### config.mk
export PLATFORM = sky130hd
export DESIGN_NAME = c_style_token_scanner
export DESIGN_NICKNAME = d
export VERILOG_FILES = /design/src/rtl/cst_pkg.sv /design/src/rtl/cst_step.sv /design/src/rtl/c_style_token_scanner.sv
export SDC_FILE = /design/constraint.sdc
export NUM_CORES = 2
export LEC_CHECK = 0
export BUFFER_PORTS_ARGS = -buffer_cell sky130_fd_sc_hd__buf_4
export CORE_ASPECT_RATIO = 0.75
export CORE_MARGIN = 2
export CORE_UTILIZATION = 40
export DETAILED_ROUTE_END_ITERATION = 10
export PLACE_DENSITY = 0.6
export SLEW_MARGIN = 40
export SYNTH_ARGS = -nofsm -noshare
export SYNTH_HDL_FRONTEND = slang
export SYNTH_SLANG_ARGS = --single-unit
### constraint.sdc
create_clock -name clk -period 60 [get_ports clk]
set_input_delay 3 -clock clk [delete_from_list [all_inputs] [get_ports clk]]
set_output_delay 3 -clock clk [all_outputs]
set_load 0.02 [all_outputs]
### src/rtl/cst_pkg.sv
// cst_pkg: shared types, codes and character tables of the c-style token scanner
// no dependencies; used by cst_step and c_style_token_scanner
package cst_pkg;

  localparam int OFFSET_BITS_DEF = 32;
  localparam int MAX_NEST_DEF    = 15;
  localparam int OPT_W  = 6;
  localparam int KIND_W = 6;
  localparam int ERR_W  = 4;
  localparam int VAL_W  = 64;
  localparam int POS_W  = 32;

  // option bits
  localparam int OPT_NO_NL    = 0;
  localparam int OPT_STR_ESC  = 1;
  localparam int OPT_STR_NONL = 2;
  localparam int OPT_XML      = 3;
  localparam int OPT_LINE     = 4;
  localparam int OPT_BLOCK    = 5;

  // token kinds
  localparam logic [KIND_W-1:0] K_EOF = 6'd0, K_NL = 6'd1, K_INT = 6'd2, K_FLOAT = 6'd3,
    K_STR = 6'd4, K_NAME = 6'd5, K_DOT = 6'd6, K_ELLIPSIS = 6'd7, K_LT = 6'd8,
    K_LSHIFT = 6'd9, K_LSHIFT_AS = 6'd10, K_LE = 6'd11, K_GT = 6'd12, K_RSHIFT = 6'd13,
    K_RSHIFT_AS = 6'd14, K_GE = 6'd15, K_SLASH = 6'd16, K_SLASH_AS = 6'd17,
    K_LPAREN = 6'd18, K_RPAREN = 6'd19, K_LBRACE = 6'd20, K_RBRACE = 6'd21,
    K_LBRACK = 6'd22, K_RBRACK = 6'd23, K_COMMA = 6'd24, K_AT = 6'd25, K_HASH = 6'd26,
    K_QUEST = 6'd27, K_SEMI = 6'd28, K_TILDE = 6'd29, K_BANG = 6'd30, K_NE = 6'd31,
    K_COLON = 6'd32, K_DCOLON = 6'd33, K_COLON_AS = 6'd34, K_ASSIGN = 6'd35,
    K_EQ = 6'd36, K_XOR = 6'd37, K_XOR_AS = 6'd38, K_STAR = 6'd39, K_STAR_AS = 6'd40,
    K_MOD = 6'd41, K_MOD_AS = 6'd42, K_PLUS = 6'd43, K_PLUS_AS = 6'd44, K_INC = 6'd45,
    K_MINUS = 6'd46, K_MINUS_AS = 6'd47, K_DEC = 6'd48, K_AND = 6'd49, K_AND_AS = 6'd50,
    K_LAND = 6'd51, K_OR = 6'd52, K_OR_AS = 6'd53, K_LOR = 6'd54, K_INVALID = 6'd55;

  // error codes
  localparam logic [ERR_W-1:0] E_NONE = 4'd0, E_RANGE = 4'd1, E_OVF = 4'd2,
    E_BAD_BYTE = 4'd3, E_CHAR_EMPTY = 4'd4, E_CHAR_NL = 4'd5, E_CHAR_ESC = 4'd6,
    E_CHAR_OPEN = 4'd7, E_STR_BAD = 4'd8, E_STR_OPEN = 4'd9, E_EXP = 4'd10;

  localparam logic [4:0] BASE_2 = 5'd2, BASE_8 = 5'd8, BASE_10 = 5'd10, BASE_16 = 5'd16;

  typedef enum logic [4:0] {
    M_IDLE, M_NAME, M_ZERO, M_NUM, M_NUM_OVF, M_INT, M_INT_SKIP, M_FRAC,
    M_EXP, M_EXP_SIGN, M_EXP_DIG, M_DOT, M_OP1, M_OP2, M_CHAR_OPEN,
    M_CHAR_ESC, M_CHAR_CLOSE, M_STR, M_STR_ESC, M_LINE, M_XML, M_BLK,
    M_BLK_SLASH, M_BLK_STAR
  } mode_t;

  typedef struct packed {
    mode_t             mode;
    logic [VAL_W-1:0]  acc;
    logic [4:0]        base;
    logic [1:0]        dots;
    logic [ERR_W-1:0]  err;
  } scan_st_t;

  typedef struct packed {
    logic              hit;
    logic              multi;
    logic [KIND_W-1:0] k1;
    logic [7:0]        c2;
    logic [KIND_W-1:0] k2;
    logic [7:0]        c3;
    logic [KIND_W-1:0] k3;
  } op_info_t;

  function automatic logic is_dig(input logic [7:0] b);
    return (b >= "0") && (b <= "9");
  endfunction

  function automatic logic is_alpha(input logic [7:0] b);
    return ((b >= "a") && (b <= "z")) || ((b >= "A") && (b <= "Z"));
  endfunction

  // 16 means not a hex digit
  function automatic logic [4:0] hexval(input logic [7:0] b);
    logic [4:0] v;
    v = 5'd16;
    if (is_dig(b)) v = 5'(b - 8'h30);
    else if ((b >= "a") && (b <= "f")) v = 5'(b - 8'h57);
    else if ((b >= "A") && (b <= "F")) v = 5'(b - 8'h37);
    return v;
  endfunction

  // 256 means unknown escape
  function automatic logic [8:0] escape_of(input logic [7:0] b);
    logic [8:0] v;
    case (b)
      "n":     v = 9'd10;
      "r":     v = 9'd13;
      "t":     v = 9'd9;
      "v":     v = 9'd11;
      "b":     v = 9'd8;
      "a":     v = 9'd7;
      "f":     v = 9'd12;
      "0":     v = 9'd0;
      "\\":    v = 9'd92;
      "'":     v = 9'd39;
      "\"":    v = 9'd34;
      "?":     v = 9'd63;
      default: v = 9'd256;
    endcase
    return v;
  endfunction

  function automatic op_info_t op_info(input logic [7:0] c);
    op_info_t o;
    o = '{hit: 1'b1, multi: 1'b1, k1: K_INVALID, c2: 8'h00, k2: K_EOF, c3: 8'h00, k3: K_EOF};
    case (c)
      "(": begin o.multi = 1'b0; o.k1 = K_LPAREN; end
      ")": begin o.multi = 1'b0; o.k1 = K_RPAREN; end
      "{": begin o.multi = 1'b0; o.k1 = K_LBRACE; end
      "}": begin o.multi = 1'b0; o.k1 = K_RBRACE; end
      "[": begin o.multi = 1'b0; o.k1 = K_LBRACK; end
      "]": begin o.multi = 1'b0; o.k1 = K_RBRACK; end
      ",": begin o.multi = 1'b0; o.k1 = K_COMMA; end
      "@": begin o.multi = 1'b0; o.k1 = K_AT; end
      "#": begin o.multi = 1'b0; o.k1 = K_HASH; end
      "?": begin o.multi = 1'b0; o.k1 = K_QUEST; end
      ";": begin o.multi = 1'b0; o.k1 = K_SEMI; end
      "~": begin o.multi = 1'b0; o.k1 = K_TILDE; end
      "<": begin o.k1 = K_LT; o.c2 = "="; o.k2 = K_LE; end
      ">": begin o.k1 = K_GT; o.c2 = "="; o.k2 = K_GE; end
      "/": begin o.k1 = K_SLASH; o.c2 = "="; o.k2 = K_SLASH_AS; end
      "!": begin o.k1 = K_BANG; o.c2 = "="; o.k2 = K_NE; end
      ":": begin o.k1 = K_COLON; o.c2 = ":"; o.k2 = K_DCOLON; o.c3 = "="; o.k3 = K_COLON_AS; end
      "=": begin o.k1 = K_ASSIGN; o.c2 = "="; o.k2 = K_EQ; end
      "^": begin o.k1 = K_XOR; o.c2 = "="; o.k2 = K_XOR_AS; end
      "*": begin o.k1 = K_STAR; o.c2 = "="; o.k2 = K_STAR_AS; end
      "%": begin o.k1 = K_MOD; o.c2 = "="; o.k2 = K_MOD_AS; end
      "+": begin o.k1 = K_PLUS; o.c2 = "="; o.k2 = K_PLUS_AS; o.c3 = "+"; o.k3 = K_INC; end
      "-": begin o.k1 = K_MINUS; o.c2 = "="; o.k2 = K_MINUS_AS; o.c3 = "-"; o.k3 = K_DEC; end
      "&": begin o.k1 = K_AND; o.c2 = "="; o.k2 = K_AND_AS; o.c3 = "&"; o.k3 = K_LAND; end
      "|": begin o.k1 = K_OR; o.c2 = "="; o.k2 = K_OR_AS; o.c3 = "|"; o.k3 = K_LOR; end
      default: o.hit = 1'b0;
    endcase
    return o;
  endfunction

endpackage

### src/rtl/cst_step.sv
// cst_step: one pass of the scanner state machine over the current byte
// depends on cst_pkg; instantiated three times in a chain by c_style_token_scanner
module cst_step #(
  parameter int OFFSET_BITS      = cst_pkg::OFFSET_BITS_DEF,
  parameter int MAX_COMMENT_NEST = cst_pkg::MAX_NEST_DEF,
  localparam int DW = $clog2(MAX_COMMENT_NEST + 1)
) (
  input  logic [cst_pkg::OPT_W-1:0]  opts,
  input  logic [7:0]                 b,
  input  logic [OFFSET_BITS-1:0]     cur,
  input  cst_pkg::scan_st_t          st_in,
  input  logic [OFFSET_BITS-1:0]     ts_in,
  input  logic [DW-1:0]              dep_in,
  output cst_pkg::scan_st_t          st_out,
  output logic [OFFSET_BITS-1:0]     ts_out,
  output logic [DW-1:0]              dep_out,
  output logic                       take,
  output logic                       ended,
  output logic                       e_valid,
  output logic [cst_pkg::KIND_W-1:0] e_kind,
  output logic [OFFSET_BITS-1:0]     e_start,
  output logic [OFFSET_BITS-1:0]     e_end,
  output logic [cst_pkg::VAL_W-1:0]  e_value,
  output logic [cst_pkg::ERR_W-1:0]  e_err
);

  always_comb begin
    cst_pkg::scan_st_t st;
    cst_pkg::op_info_t oi;
    logic [OFFSET_BITS-1:0] ts;
    logic [DW-1:0] dep;
    logic [4:0] hv, base_eff;
    logic [3:0] d;
    logic d_ok, isd, ise, ovf, do_fin, fin_take;
    logic [cst_pkg::KIND_W-1:0] fin_kind;
    logic [67:0] prod;
    logic [cst_pkg::VAL_W-1:0] add_acc;
    logic [cst_pkg::ERR_W-1:0] add_err;
    logic [8:0] esc;

    st = st_in;
    ts = ts_in;
    dep = dep_in;
    take = 1'b0;
    ended = 1'b0;
    e_valid = 1'b0;
    e_kind = cst_pkg::K_EOF;
    e_start = cur;
    e_end = cur;
    e_value = '0;
    e_err = cst_pkg::E_NONE;
    do_fin = 1'b0;
    fin_take = 1'b0;
    fin_kind = cst_pkg::K_EOF;

    hv  = cst_pkg::hexval(b);
    isd = cst_pkg::is_dig(b);
    ise = (b == "e") || (b == "E");
    esc = cst_pkg::escape_of(b);
    oi  = cst_pkg::op_info(st_in.acc[7:0]);

    // digit accumulate: overflow when acc*base+d does not fit 64 bits
    base_eff = (st_in.base == 5'd0) ? cst_pkg::BASE_10 : st_in.base;
    d_ok = hv < base_eff;
    d = d_ok ? hv[3:0] : 4'd0;
    prod = {4'd0, st_in.acc} * 68'(base_eff) + 68'(d);
    ovf = |prod[67:64];
    add_acc = ovf ? '0 : prod[63:0];
    if (st_in.err != cst_pkg::E_NONE) add_err = st_in.err;
    else if (!d_ok) add_err = cst_pkg::E_RANGE;
    else if (ovf) add_err = cst_pkg::E_OVF;
    else add_err = cst_pkg::E_NONE;

    case (st_in.mode)
      cst_pkg::M_NAME: begin
        if (cst_pkg::is_alpha(b) || isd || b == "_") take = 1'b1;
        else begin do_fin = 1'b1; fin_kind = cst_pkg::K_NAME; end
      end
      cst_pkg::M_ZERO: begin
        if (b == "x" || b == "X") begin
          st.base = cst_pkg::BASE_16; st.mode = cst_pkg::M_INT; take = 1'b1;
        end else if (b == "b" || b == "B") begin
          st.base = cst_pkg::BASE_2; st.mode = cst_pkg::M_INT; take = 1'b1;
        end else if (isd) begin
          st.base = cst_pkg::BASE_8; st.mode = cst_pkg::M_NUM;
        end else if (b == ".") begin
          st.mode = cst_pkg::M_FRAC; take = 1'b1;
        end else if (ise) begin
          st.mode = cst_pkg::M_EXP; take = 1'b1;
        end else if (hv < 5'd16) begin
          st.mode = cst_pkg::M_INT;
        end else begin
          do_fin = 1'b1; fin_kind = cst_pkg::K_INT;
        end
      end
      cst_pkg::M_NUM, cst_pkg::M_NUM_OVF: begin
        if (isd) begin
          if (st_in.mode == cst_pkg::M_NUM) begin
            st.acc = add_acc;
            st.err = add_err;
            if (ovf) st.mode = cst_pkg::M_NUM_OVF;
          end
          take = 1'b1;
        end else if (b == ".") begin
          st.err = cst_pkg::E_NONE; st.mode = cst_pkg::M_FRAC; take = 1'b1;
        end else if (ise) begin
          st.err = cst_pkg::E_NONE; st.mode = cst_pkg::M_EXP; take = 1'b1;
        end else if (st_in.mode == cst_pkg::M_NUM && hv < 5'd16) begin
          st.mode = cst_pkg::M_INT;
        end else begin
          do_fin = 1'b1; fin_kind = cst_pkg::K_INT;
        end
      end
      cst_pkg::M_INT: begin
        if (hv >= 5'd16) begin
          do_fin = 1'b1; fin_kind = cst_pkg::K_INT;
        end else begin
          st.acc = add_acc;
          st.err = add_err;
          if (!ovf) take = 1'b1;
          else if (isd) begin st.mode = cst_pkg::M_INT_SKIP; take = 1'b1; end
          else begin do_fin = 1'b1; fin_kind = cst_pkg::K_INT; end
        end
      end
      cst_pkg::M_INT_SKIP: begin
        if (isd) take = 1'b1;
        else begin do_fin = 1'b1; fin_kind = cst_pkg::K_INT; end
      end
      cst_pkg::M_FRAC: begin
        if (isd) take = 1'b1;
        else if (ise) begin st.mode = cst_pkg::M_EXP; take = 1'b1; end
        else begin do_fin = 1'b1; fin_kind = cst_pkg::K_FLOAT; end
      end
      cst_pkg::M_EXP: begin
        if (b == "+" || b == "-") begin st.mode = cst_pkg::M_EXP_SIGN; take = 1'b1; end
        else if (isd) begin st.mode = cst_pkg::M_EXP_DIG; take = 1'b1; end
        else begin
          if (st.err == cst_pkg::E_NONE) st.err = cst_pkg::E_EXP;
          do_fin = 1'b1; fin_kind = cst_pkg::K_FLOAT;
        end
      end
      cst_pkg::M_EXP_SIGN: begin
        if (isd) begin st.mode = cst_pkg::M_EXP_DIG; take = 1'b1; end
        else begin
          if (st.err == cst_pkg::E_NONE) st.err = cst_pkg::E_EXP;
          do_fin = 1'b1; fin_kind = cst_pkg::K_FLOAT;
        end
      end
      cst_pkg::M_EXP_DIG: begin
        if (isd) take = 1'b1;
        else begin do_fin = 1'b1; fin_kind = cst_pkg::K_FLOAT; end
      end
      cst_pkg::M_DOT: begin
        if (st_in.dots >= 2'd2) begin
          if (b == ".") begin
            st.dots = 2'd0; do_fin = 1'b1; fin_kind = cst_pkg::K_ELLIPSIS; fin_take = 1'b1;
          end else begin
            // two dots then something else: first dot leaves, second is retried
            e_valid = 1'b1; e_kind = cst_pkg::K_DOT;
            e_start = ts_in; e_end = ts_in + 1'b1;
            ts = ts_in + 1'b1;
            st.dots = 2'd1;
          end
        end else if (isd) begin
          st.dots = 2'd0; st.mode = cst_pkg::M_FRAC; take = 1'b1;
        end else if (b == ".") begin
          st.dots = 2'd2; take = 1'b1;
        end else begin
          e_valid = 1'b1; e_kind = cst_pkg::K_DOT;
          e_start = ts_in; e_end = ts_in + 1'b1;
          st.dots = 2'd0; st.mode = cst_pkg::M_IDLE;
        end
      end
      cst_pkg::M_OP1: begin
        take = 1'b1;
        if (b == oi.c2) begin
          e_valid = 1'b1; e_kind = oi.k2; e_start = ts_in; e_end = cur + 1'b1;
          st.mode = cst_pkg::M_IDLE;
        end else if (oi.c3 != 8'h00 && b == oi.c3) begin
          e_valid = 1'b1; e_kind = oi.k3; e_start = ts_in; e_end = cur + 1'b1;
          st.mode = cst_pkg::M_IDLE;
        end else if ((st_in.acc[7:0] == "<" || st_in.acc[7:0] == ">") &&
                     b == st_in.acc[7:0]) begin
          st.mode = cst_pkg::M_OP2;
        end else if (st_in.acc[7:0] == "<" && b == "!" && opts[cst_pkg::OPT_XML]) begin
          st.mode = cst_pkg::M_XML;
        end else if (st_in.acc[7:0] == "/" && b == "/" && opts[cst_pkg::OPT_LINE]) begin
          st.mode = cst_pkg::M_LINE;
        end else if (st_in.acc[7:0] == "/" && b == "*" && opts[cst_pkg::OPT_BLOCK]) begin
          dep = DW'(1); st.mode = cst_pkg::M_BLK;
        end else begin
          take = 1'b0;
          st.acc = '0; do_fin = 1'b1; fin_kind = oi.k1;
        end
      end
      cst_pkg::M_OP2: begin
        st.acc = '0;
        do_fin = 1'b1;
        if (b == "=") begin
          fin_take = 1'b1;
          fin_kind = (st_in.acc[7:0] == "<") ? cst_pkg::K_LSHIFT_AS : cst_pkg::K_RSHIFT_AS;
        end else begin
          fin_kind = (st_in.acc[7:0] == "<") ? cst_pkg::K_LSHIFT : cst_pkg::K_RSHIFT;
        end
      end
      cst_pkg::M_CHAR_OPEN: begin
        if (b == 8'h00) begin
          if (st.err == cst_pkg::E_NONE) st.err = cst_pkg::E_CHAR_OPEN;
          do_fin = 1'b1; fin_kind = cst_pkg::K_INT;
        end else if (b == "'") begin
          if (st.err == cst_pkg::E_NONE) st.err = cst_pkg::E_CHAR_EMPTY;
          st.mode = cst_pkg::M_CHAR_CLOSE; take = 1'b1;
        end else if (b == 8'h0a) begin
          if (st.err == cst_pkg::E_NONE) st.err = cst_pkg::E_CHAR_NL;
          do_fin = 1'b1; fin_kind = cst_pkg::K_INT;
        end else if (b == "\\") begin
          st.mode = cst_pkg::M_CHAR_ESC; take = 1'b1;
        end else begin
          st.acc = 64'(b); st.mode = cst_pkg::M_CHAR_CLOSE; take = 1'b1;
        end
      end
      cst_pkg::M_CHAR_ESC: begin
        if (b == 8'h00) begin
          if (st.err == cst_pkg::E_NONE) st.err = cst_pkg::E_CHAR_OPEN;
          do_fin = 1'b1; fin_kind = cst_pkg::K_INT;
        end else begin
          if (esc[8]) begin
            if (st.err == cst_pkg::E_NONE) st.err = cst_pkg::E_CHAR_ESC;
            st.acc = '0;
          end else st.acc = 64'(esc[7:0]);
          st.mode = cst_pkg::M_CHAR_CLOSE; take = 1'b1;
        end
      end
      cst_pkg::M_CHAR_CLOSE: begin
        do_fin = 1'b1; fin_kind = cst_pkg::K_INT;
        if (b == "'") fin_take = 1'b1;
        else if (st.err == cst_pkg::E_NONE) st.err = cst_pkg::E_CHAR_OPEN;
      end
      cst_pkg::M_STR: begin
        if (b == "\"") begin
          do_fin = 1'b1; fin_kind = cst_pkg::K_STR; fin_take = 1'b1;
        end else if (b == 8'h00) begin
          if (st.err == cst_pkg::E_NONE) st.err = cst_pkg::E_STR_OPEN;
          do_fin = 1'b1; fin_kind = cst_pkg::K_STR;
        end else begin
          take = 1'b1;
          if (b == 8'h0a && opts[cst_pkg::OPT_STR_NONL]) begin
            if (st.err == cst_pkg::E_NONE) st.err = cst_pkg::E_STR_BAD;
          end else if (b == "\\" && opts[cst_pkg::OPT_STR_ESC]) st.mode = cst_pkg::M_STR_ESC;
        end
      end
      cst_pkg::M_STR_ESC: begin
        if (b == 8'h00) begin
          if (st.err == cst_pkg::E_NONE) st.err = cst_pkg::E_STR_OPEN;
          do_fin = 1'b1; fin_kind = cst_pkg::K_STR;
        end else begin
          if (esc[8] && st.err == cst_pkg::E_NONE) st.err = cst_pkg::E_STR_BAD;
          st.mode = cst_pkg::M_STR; take = 1'b1;
        end
      end
      cst_pkg::M_LINE: begin
        if (b == 8'h0a || b == 8'h00) st.mode = cst_pkg::M_IDLE;
        else take = 1'b1;
      end
      cst_pkg::M_XML: begin
        if (b == 8'h00) st.mode = cst_pkg::M_IDLE;
        else begin
          take = 1'b1;
          if (b == ">") st.mode = cst_pkg::M_IDLE;
        end
      end
      cst_pkg::M_BLK, cst_pkg::M_BLK_SLASH, cst_pkg::M_BLK_STAR: begin
        if (b == 8'h00) begin
          dep = '0; st.mode = cst_pkg::M_IDLE;
        end else begin
          take = 1'b1;
          if (st_in.mode == cst_pkg::M_BLK_SLASH && b == "*") begin
            // nesting saturates
            if (dep_in < DW'(MAX_COMMENT_NEST)) dep = dep_in + 1'b1;
            st.mode = cst_pkg::M_BLK;
          end else if (st_in.mode == cst_pkg::M_BLK_STAR && b == "/") begin
            if (dep_in != '0) dep = dep_in - 1'b1;
            st.mode = (dep == '0) ? cst_pkg::M_IDLE : cst_pkg::M_BLK;
          end else if (b == "/") st.mode = cst_pkg::M_BLK_SLASH;
          else if (b == "*") st.mode = cst_pkg::M_BLK_STAR;
          else st.mode = cst_pkg::M_BLK;
        end
      end
      default: begin
        // between tokens: start a new one at this byte
        ts = cur;
        st.err = cst_pkg::E_NONE;
        st.acc = '0;
        st.base = cst_pkg::BASE_10;
        st.dots = 2'd0;
        st.mode = cst_pkg::M_IDLE;
        take = 1'b1;
        oi = cst_pkg::op_info(b);
        if (b == 8'h00) begin
          e_valid = 1'b1; e_kind = cst_pkg::K_EOF; ended = 1'b1;
        end else if (b == " " || b == 8'h09 || b == 8'h0d || b == 8'h0b || b == 8'h0c) begin
          e_valid = 1'b0;
        end else if (b == 8'h0a) begin
          e_valid = !opts[cst_pkg::OPT_NO_NL]; e_kind = cst_pkg::K_NL; e_end = cur + 1'b1;
        end else if (b == "'") st.mode = cst_pkg::M_CHAR_OPEN;
        else if (b == "\"") st.mode = cst_pkg::M_STR;
        else if (b == ".") begin
          st.mode = cst_pkg::M_DOT; st.dots = 2'd1;
        end else if (b == "0") st.mode = cst_pkg::M_ZERO;
        else if (isd) begin
          st.acc = 64'(hv); st.mode = cst_pkg::M_NUM;
        end else if (cst_pkg::is_alpha(b) || b == "_") st.mode = cst_pkg::M_NAME;
        else if (oi.hit) begin
          if (!oi.multi) begin
            e_valid = 1'b1; e_kind = oi.k1; e_end = cur + 1'b1;
          end else begin
            st.acc = 64'(b); st.mode = cst_pkg::M_OP1;
          end
        end else begin
          e_valid = 1'b1; e_kind = cst_pkg::K_INVALID; e_end = cur + 1'b1;
          e_err = cst_pkg::E_BAD_BYTE;
        end
      end
    endcase

    if (do_fin) begin
      e_valid = 1'b1;
      e_kind  = fin_kind;
      e_start = ts_in;
      e_end   = fin_take ? cur + 1'b1 : cur;
      e_value = (fin_kind == cst_pkg::K_INT) ? st.acc : '0;
      e_err   = st.err;
      st.mode = cst_pkg::M_IDLE;
      take    = fin_take;
    end

    st_out  = st;
    ts_out  = ts;
    dep_out = dep;
  end

endmodule

### src/rtl/c_style_token_scanner.sv
// c_style_token_scanner: byte-stream lexer for c-style text, top level
// depends on cst_pkg and cst_step
//
// One text byte is taken per request; byte 0 ends the text, emits the end token and restarts
// offsets at 0. The scanner state feeds a chain of three step units that settle the byte
// combinationally, and the tokens it completes (zero to three) land in a result register that
// drains one token per cycle while token_ready is high. While token_ready is high, a byte
// that completes at most one token lets ordinary text run at one byte per clock; a byte that
// completes more tokens holds the input until its earlier tokens have left. text_ready is high
// when the result register is empty or its last token leaves in the same cycle.
module c_style_token_scanner #(
  parameter int OFFSET_BITS      = cst_pkg::OFFSET_BITS_DEF,
  parameter int MAX_COMMENT_NEST = cst_pkg::MAX_NEST_DEF
) (
  input  logic                       clk,
  input  logic                       rst,
  input  logic                       cfg_write_en,
  input  logic [cst_pkg::OPT_W-1:0]  cfg_write_data,
  input  logic                       text_valid,
  output logic                       text_ready,
  input  logic [7:0]                 text_byte,
  output logic                       token_valid,
  input  logic                       token_ready,
  output logic [cst_pkg::KIND_W-1:0] token_class,
  output logic [cst_pkg::POS_W-1:0]  start_offset,
  output logic [cst_pkg::POS_W-1:0]  end_offset,
  output logic [cst_pkg::VAL_W-1:0]  integer_value,
  output logic [cst_pkg::ERR_W-1:0]  error_code,
  output logic                       last_of_run
);

  localparam int DW = $clog2(MAX_COMMENT_NEST + 1);
  localparam int NS = 3;

  logic [cst_pkg::OPT_W-1:0] syntax_options;
  cst_pkg::scan_st_t         st;
  logic [OFFSET_BITS-1:0]    pos, tstart;
  logic [DW-1:0]             depth;

  cst_pkg::scan_st_t       s_st [NS+1];
  logic [OFFSET_BITS-1:0]  s_ts [NS+1];
  logic [DW-1:0]           s_dep [NS+1];
  logic [NS-1:0]           s_take, s_ended, s_ev;
  logic [cst_pkg::KIND_W-1:0] s_kind [NS];
  logic [OFFSET_BITS-1:0]  s_start [NS], s_end [NS];
  logic [cst_pkg::VAL_W-1:0] s_val [NS];
  logic [cst_pkg::ERR_W-1:0] s_err [NS];

  assign s_st[0]  = st;
  assign s_ts[0]  = tstart;
  assign s_dep[0] = depth;

  for (genvar i = 0; i < NS; i++) begin : g_step
    cst_step #(
      .OFFSET_BITS      (OFFSET_BITS),
      .MAX_COMMENT_NEST (MAX_COMMENT_NEST)
    ) u_step (
      .opts    (syntax_options),
      .b       (text_byte),
      .cur     (pos),
      .st_in   (s_st[i]),
      .ts_in   (s_ts[i]),
      .dep_in  (s_dep[i]),
      .st_out  (s_st[i+1]),
      .ts_out  (s_ts[i+1]),
      .dep_out (s_dep[i+1]),
      .take    (s_take[i]),
      .ended   (s_ended[i]),
      .e_valid (s_ev[i]),
      .e_kind  (s_kind[i]),
      .e_start (s_start[i]),
      .e_end   (s_end[i]),
      .e_value (s_val[i]),
      .e_err   (s_err[i])
    );
  end

  // a later step only counts when no earlier one took the byte
  logic [NS-1:0] act, v;
  assign act = {~(s_take[0] | s_take[1]), ~s_take[0], 1'b1};
  assign v   = act & s_ev;

  cst_pkg::scan_st_t      st_next;
  logic [OFFSET_BITS-1:0] ts_next;
  logic [DW-1:0]          dep_next;
  logic                   text_end;

  always_comb begin
    if (s_take[0]) begin
      st_next = s_st[1]; ts_next = s_ts[1]; dep_next = s_dep[1];
    end else if (s_take[1]) begin
      st_next = s_st[2]; ts_next = s_ts[2]; dep_next = s_dep[2];
    end else begin
      st_next = s_st[3]; ts_next = s_ts[3]; dep_next = s_dep[3];
    end
    text_end = |(act & s_ended);
    if (text_end) begin
      st_next.mode = cst_pkg::M_IDLE;
      st_next.dots = 2'd0;
      dep_next = '0;
    end
  end

  // result register, three token slots
  logic [cst_pkg::KIND_W-1:0] r_kind [NS];
  logic [OFFSET_BITS-1:0]     r_start [NS], r_end [NS];
  logic [cst_pkg::VAL_W-1:0]  r_val [NS];
  logic [cst_pkg::ERR_W-1:0]  r_err [NS];
  logic [1:0]                 cnt, idx, cnt_next;
  logic [1:0]                 sel0, sel1;

  assign cnt_next = 2'(v[0]) + 2'(v[1]) + 2'(v[2]);
  assign sel0 = v[0] ? 2'd0 : (v[1] ? 2'd1 : 2'd2);
  assign sel1 = (v[0] && v[1]) ? 2'd1 : 2'd2;

  assign token_valid = idx < cnt;
  assign text_ready  = (idx >= cnt) || ((idx + 2'd1 == cnt) && token_ready);

  always_ff @(posedge clk) begin
    if (rst) begin
      syntax_options <= '0;
      st.mode <= cst_pkg::M_IDLE;
      st.acc  <= '0;
      st.base <= cst_pkg::BASE_10;
      st.dots <= 2'd0;
      st.err  <= cst_pkg::E_NONE;
      pos     <= '0;
      tstart  <= '0;
      depth   <= '0;
      cnt     <= 2'd0;
      idx     <= 2'd0;
    end else begin
      if (cfg_write_en) syntax_options <= cfg_write_data;
      if (text_valid && text_ready) begin
        st     <= st_next;
        tstart <= ts_next;
        depth  <= dep_next;
        pos    <= text_end ? '0 : pos + 1'b1;
        cnt    <= cnt_next;
        idx    <= 2'd0;
      end else if (token_valid && token_ready) begin
        idx <= idx + 2'd1;
      end
    end
  end

  always_ff @(posedge clk) begin
    if (text_valid && text_ready) begin
      r_kind[0] <= s_kind[sel0]; r_start[0] <= s_start[sel0]; r_end[0] <= s_end[sel0];
      r_val[0]  <= s_val[sel0];  r_err[0]   <= s_err[sel0];
      r_kind[1] <= s_kind[sel1]; r_start[1] <= s_start[sel1]; r_end[1] <= s_end[sel1];
      r_val[1]  <= s_val[sel1];  r_err[1]   <= s_err[sel1];
      r_kind[2] <= s_kind[2];    r_start[2] <= s_start[2];    r_end[2] <= s_end[2];
      r_val[2]  <= s_val[2];     r_err[2]   <= s_err[2];
    end
  end

  assign token_class   = r_kind[idx];
  assign start_offset  = cst_pkg::POS_W'(r_start[idx]);
  assign end_offset    = cst_pkg::POS_W'(r_end[idx]);
  assign integer_value = r_val[idx];
  assign error_code    = r_err[idx];
  assign last_of_run   = (idx + 2'd1 == cnt);

endmodule

==> metrics <==
status completed; highest attainable clock frequency approximately 0.035 GHz; r2r worst-path depth just over 80; Total Nets Final between 10000 and 15000; clock slew seen by the registers of the worst setup and hold paths 60 ps; worst-case clock buffer depth 3; Critical path origin text_byte[0]; number of warnings reported in the yosys synthesis log 0; internal power around 0.0021 W; commonest cells after routing, fill and taps aside sky130_fd_sc_hd__nor2_1, sky130_fd_sc_hd__nand2_1, sky130_fd_sc_hd__inv_1; cts repair resizes 0; crit path launch type primary input; vertical die dimension between 300 and 400 µm; data required time of the critical path 60580 ps; number of cells traversed by the worst hold path 2; number of search-and-repair iterations in the first detailed-routing pass 9; clock root buffer master sky130_fd_sc_hd__clkbuf_16; Total Negative Setup Slacks 0 ps; Synth async-reset ratio 0; cell total after placement approximately 13000; Die Width 516 µm; count of unique library cells instantiated by Yosys 132; number of buffers inserted to repair setup after CTS 0; synth-to-layout area growth 9.96%; Post-route DRC 0; Cell Count, Final, Fillers Out 13000; global-route wire length before repair 544 mm; GRT Residual Overflow 0; number of routed nets with antenna violations 0; flip-flop cell with the highest count after synthesis sky130_fd_sc_hd__edfxtp_1; average cell area after synthesis ~7.6 µm²; via count between 80000 and 90000; net switching fraction of the power 0.638; Power, Total 0.00566 W; Hold Crit Class reg -> reg; slowest cell delay on critical path 730 ps; largest area contributor in the netlist sky130_fd_sc_hd__edfxtp_1; CTS sink cnt between 500 and 600; sequential cell area in the final layout roughly 0.016 mm²; fraction of final layout cells sized beyond drive strength 1 0.0879; fraction of the yosys area taken by sequential cells 0.198; worst relative slew slack 0.319; Initial DRC Count about 13000; number of synthesized register bits approximately 570; setup repair after global routing missed its margin false; Initial Utilization 0.401; critical register-to-register path endpoint r_start[0][11]; number of clock buffers inserted by TritonCTS 75; relative contribution of combinational cells to total power 0.794; overall routed net length between 300 and 400 mm; Filler Cell Count roughly 20000; Die Footprint 0.201 mm²; multi-input gate area in the final layout 0.0576 mm²; vias per inst roughly 6.3; antenna violations before repair 23; maximum resistive drop on vdd roughly 0.15 mV; Critical Path Slowest Stage Cell sky130_fd_sc_hd__a21o_1; power density relative to cell area about 65 mW/mm²; Slew @ Worst Pin just over 1000 ps; Worst Clk Skew between 70 and 80 ps; Clock H-tree levels 3; cells taking the most area after synthesis sky130_fd_sc_hd__edfxtp_1, sky130_fd_sc_hd__fa_1, sky130_fd_sc_hd__ha_1, sky130_fd_sc_hd__nor2_1, sky130_fd_sc_hd__nand2_1; Final Critical Period about 29000 ps; average detailed-routed wire length per instance 29.0 µm; final number of max-transition violations 0; hold violation count in the final report 0; Synth Cell Area about 0.079 mm²; core region area slightly below 0.2 mm²; critical path endpoint r_start[0][11]; instance area at placement approximately 0.084 mm²; startpoint of the lowest-slack register-to-register path s_st[250]; most common cell after layout, fill and taps aside sky130_fd_sc_hd__nor2_1; switching component of the power about 0.0036 W; synthesized instance count approximately 10000; buffers and inverters on the worst path 13; Setup violations, final 0; type of the setup path with the least slack in -> reg; HPWL reported at the end of detailed placement approximately 290 mm; endpoint arrival time on the critical path between 20000 and 30000 ps; via count of the first global-routing pass around 76000; static leakage around 36 nW; Clock Power Share 0.084; clock tree from TritonCTS done; crit path max fanout 56; number of buffers added to fix hold violations after cts 0; routability cong. between 1 and 1.5; part of the total power dissipated in sequential elements 0.122; total of max-cap violations 0; CP dominant cell by count sky130_fd_sc_hd__fa_1; CP top delay family compound AO/OA/AOI/OAI gates; combined global-route utilization of all metal layers 0.367; minimum setup slack among reg-to-reg paths approximately 35000 ps; # port buffers roughly 160; finished layout cell area between 0.08 and 0.09 mm²; final worst path period share 0.480; I/O pin count 160; sort of element at the end of the critical path flop; largest net degree at the start of global routing ~150; area fraction of the dominant cell type after synthesis 0.158; number of enable-type register cells in the synthesized netlist between 400 and 500; cell depth of the worst setup path 86; cell row count 141; Clock Latency Late Sink 770 ps; core occupancy in the finished layout 0.441
==> layout make-up <==
class                   instances  share of cell area
diodes                          6            0.000173
multi-input cells            8159               0.665
repair buffers                495              0.0447
clock buffers                  95              0.0231
flip-flops and latches        573               0.180
well taps                    2645              0.0382
inverters                     992              0.0431
clock inverters                45             0.00572
==> worst min path at each step <==
stage | from | endpoint | slack, ps
final | cnt[0] | cnt[0] | 480
after global routing | s_st[243] | s_st[243] | 520
after CTS | s_st[242] | s_st[242] | 480
after detailed placement | cnt[0] | cnt[0] | 470
after global placement | s_st[242] | s_st[242] | 470
after floorplan | cnt[0] | cnt[0] | 440
==> worst min-delay path, stage by stage (launching register included) <==
cell	delay (ps)
sky130_fd_sc_hd__dfxtp_1	320
sky130_fd_sc_hd__nand2_1	60
sky130_fd_sc_hd__a21oi_1	50
==> registers in the layout, indices dropped and copies added (netlist names), named ones only <==
name and flops:
cnt 2, syntax_options 6, r_start 96, idx 2, r_err 12, tstart 32, r_val 192, depth 4
r_end 96, pos 32, s_st 79, r_kind 18
==> synthesized netlist by cell type (all sizes together) (125+ instances only) <==
library cell	n
nor3	189
nand3	205
buf	134
o21ai	780
ha	433
edfxtp	414
a21o	125
dfxtp	159
inv	985
xnor2	222
a21oi	813
nand2	1199
nor2	1379
fa	568
mux2i	245
clkbuf	618
==> cells by family (layout without fill, tap and decap cells) <==
family                     count (synthesis)  count (layout)  share of synthesized area
buffers and inverters                   1744            1627                     0.0851
adders and majority gates               1001            1001                      0.213
and+or+nand+nor                         3680            3680                      0.210
muxes                                    253             253                     0.0326
other                                      1             126                  0.0000476
DFF                                      573             573                      0.198
AOI/OAI and AO/OA                       2763            2763                      0.223
xor gates and xnor gates                 342             342                     0.0380
==> stage by stage <==
stage / hold slack (ps) / setup WS, ps
6_report: 478 / 31230
5_1_grt: 519 / 29760
4_1_cts: 484 / 30910
3_5_place_dp: 475 / 30250
3_3_place_gp: 473 / 30890
2_1_floorplan: 441 / 36170
==> layer usage <==
metal / wire length [µm] / up-vias / GRT usage
met5: 382 / - / 0.00192
met1: 165000 / 40000 / 0.547
met3: 66200 / 778 / 0.184
met2: 134000 / 5599 / 0.448
li1: - / 35600 / -
met4: 11500 / 38 / 0.0972
==> power by group through the flow <==
| stage | registers [W] | clock network [W] | logic (W) |
|---|---|---|---|
| finish | 0.000689 | 0.000475 | 0.00450 |
| global route | 0.000697 | 0.000494 | 0.00461 |
| CTS | 0.000687 | 0.000480 | 0.00420 |
| detailed placement | 0.000695 | 0 | 0.00418 |
| global placement | 0.000692 | 0 | 0.00414 |
| floorplan | 0.000687 | 0 | 0.00241 |
(Power assumes the default switching activity.)
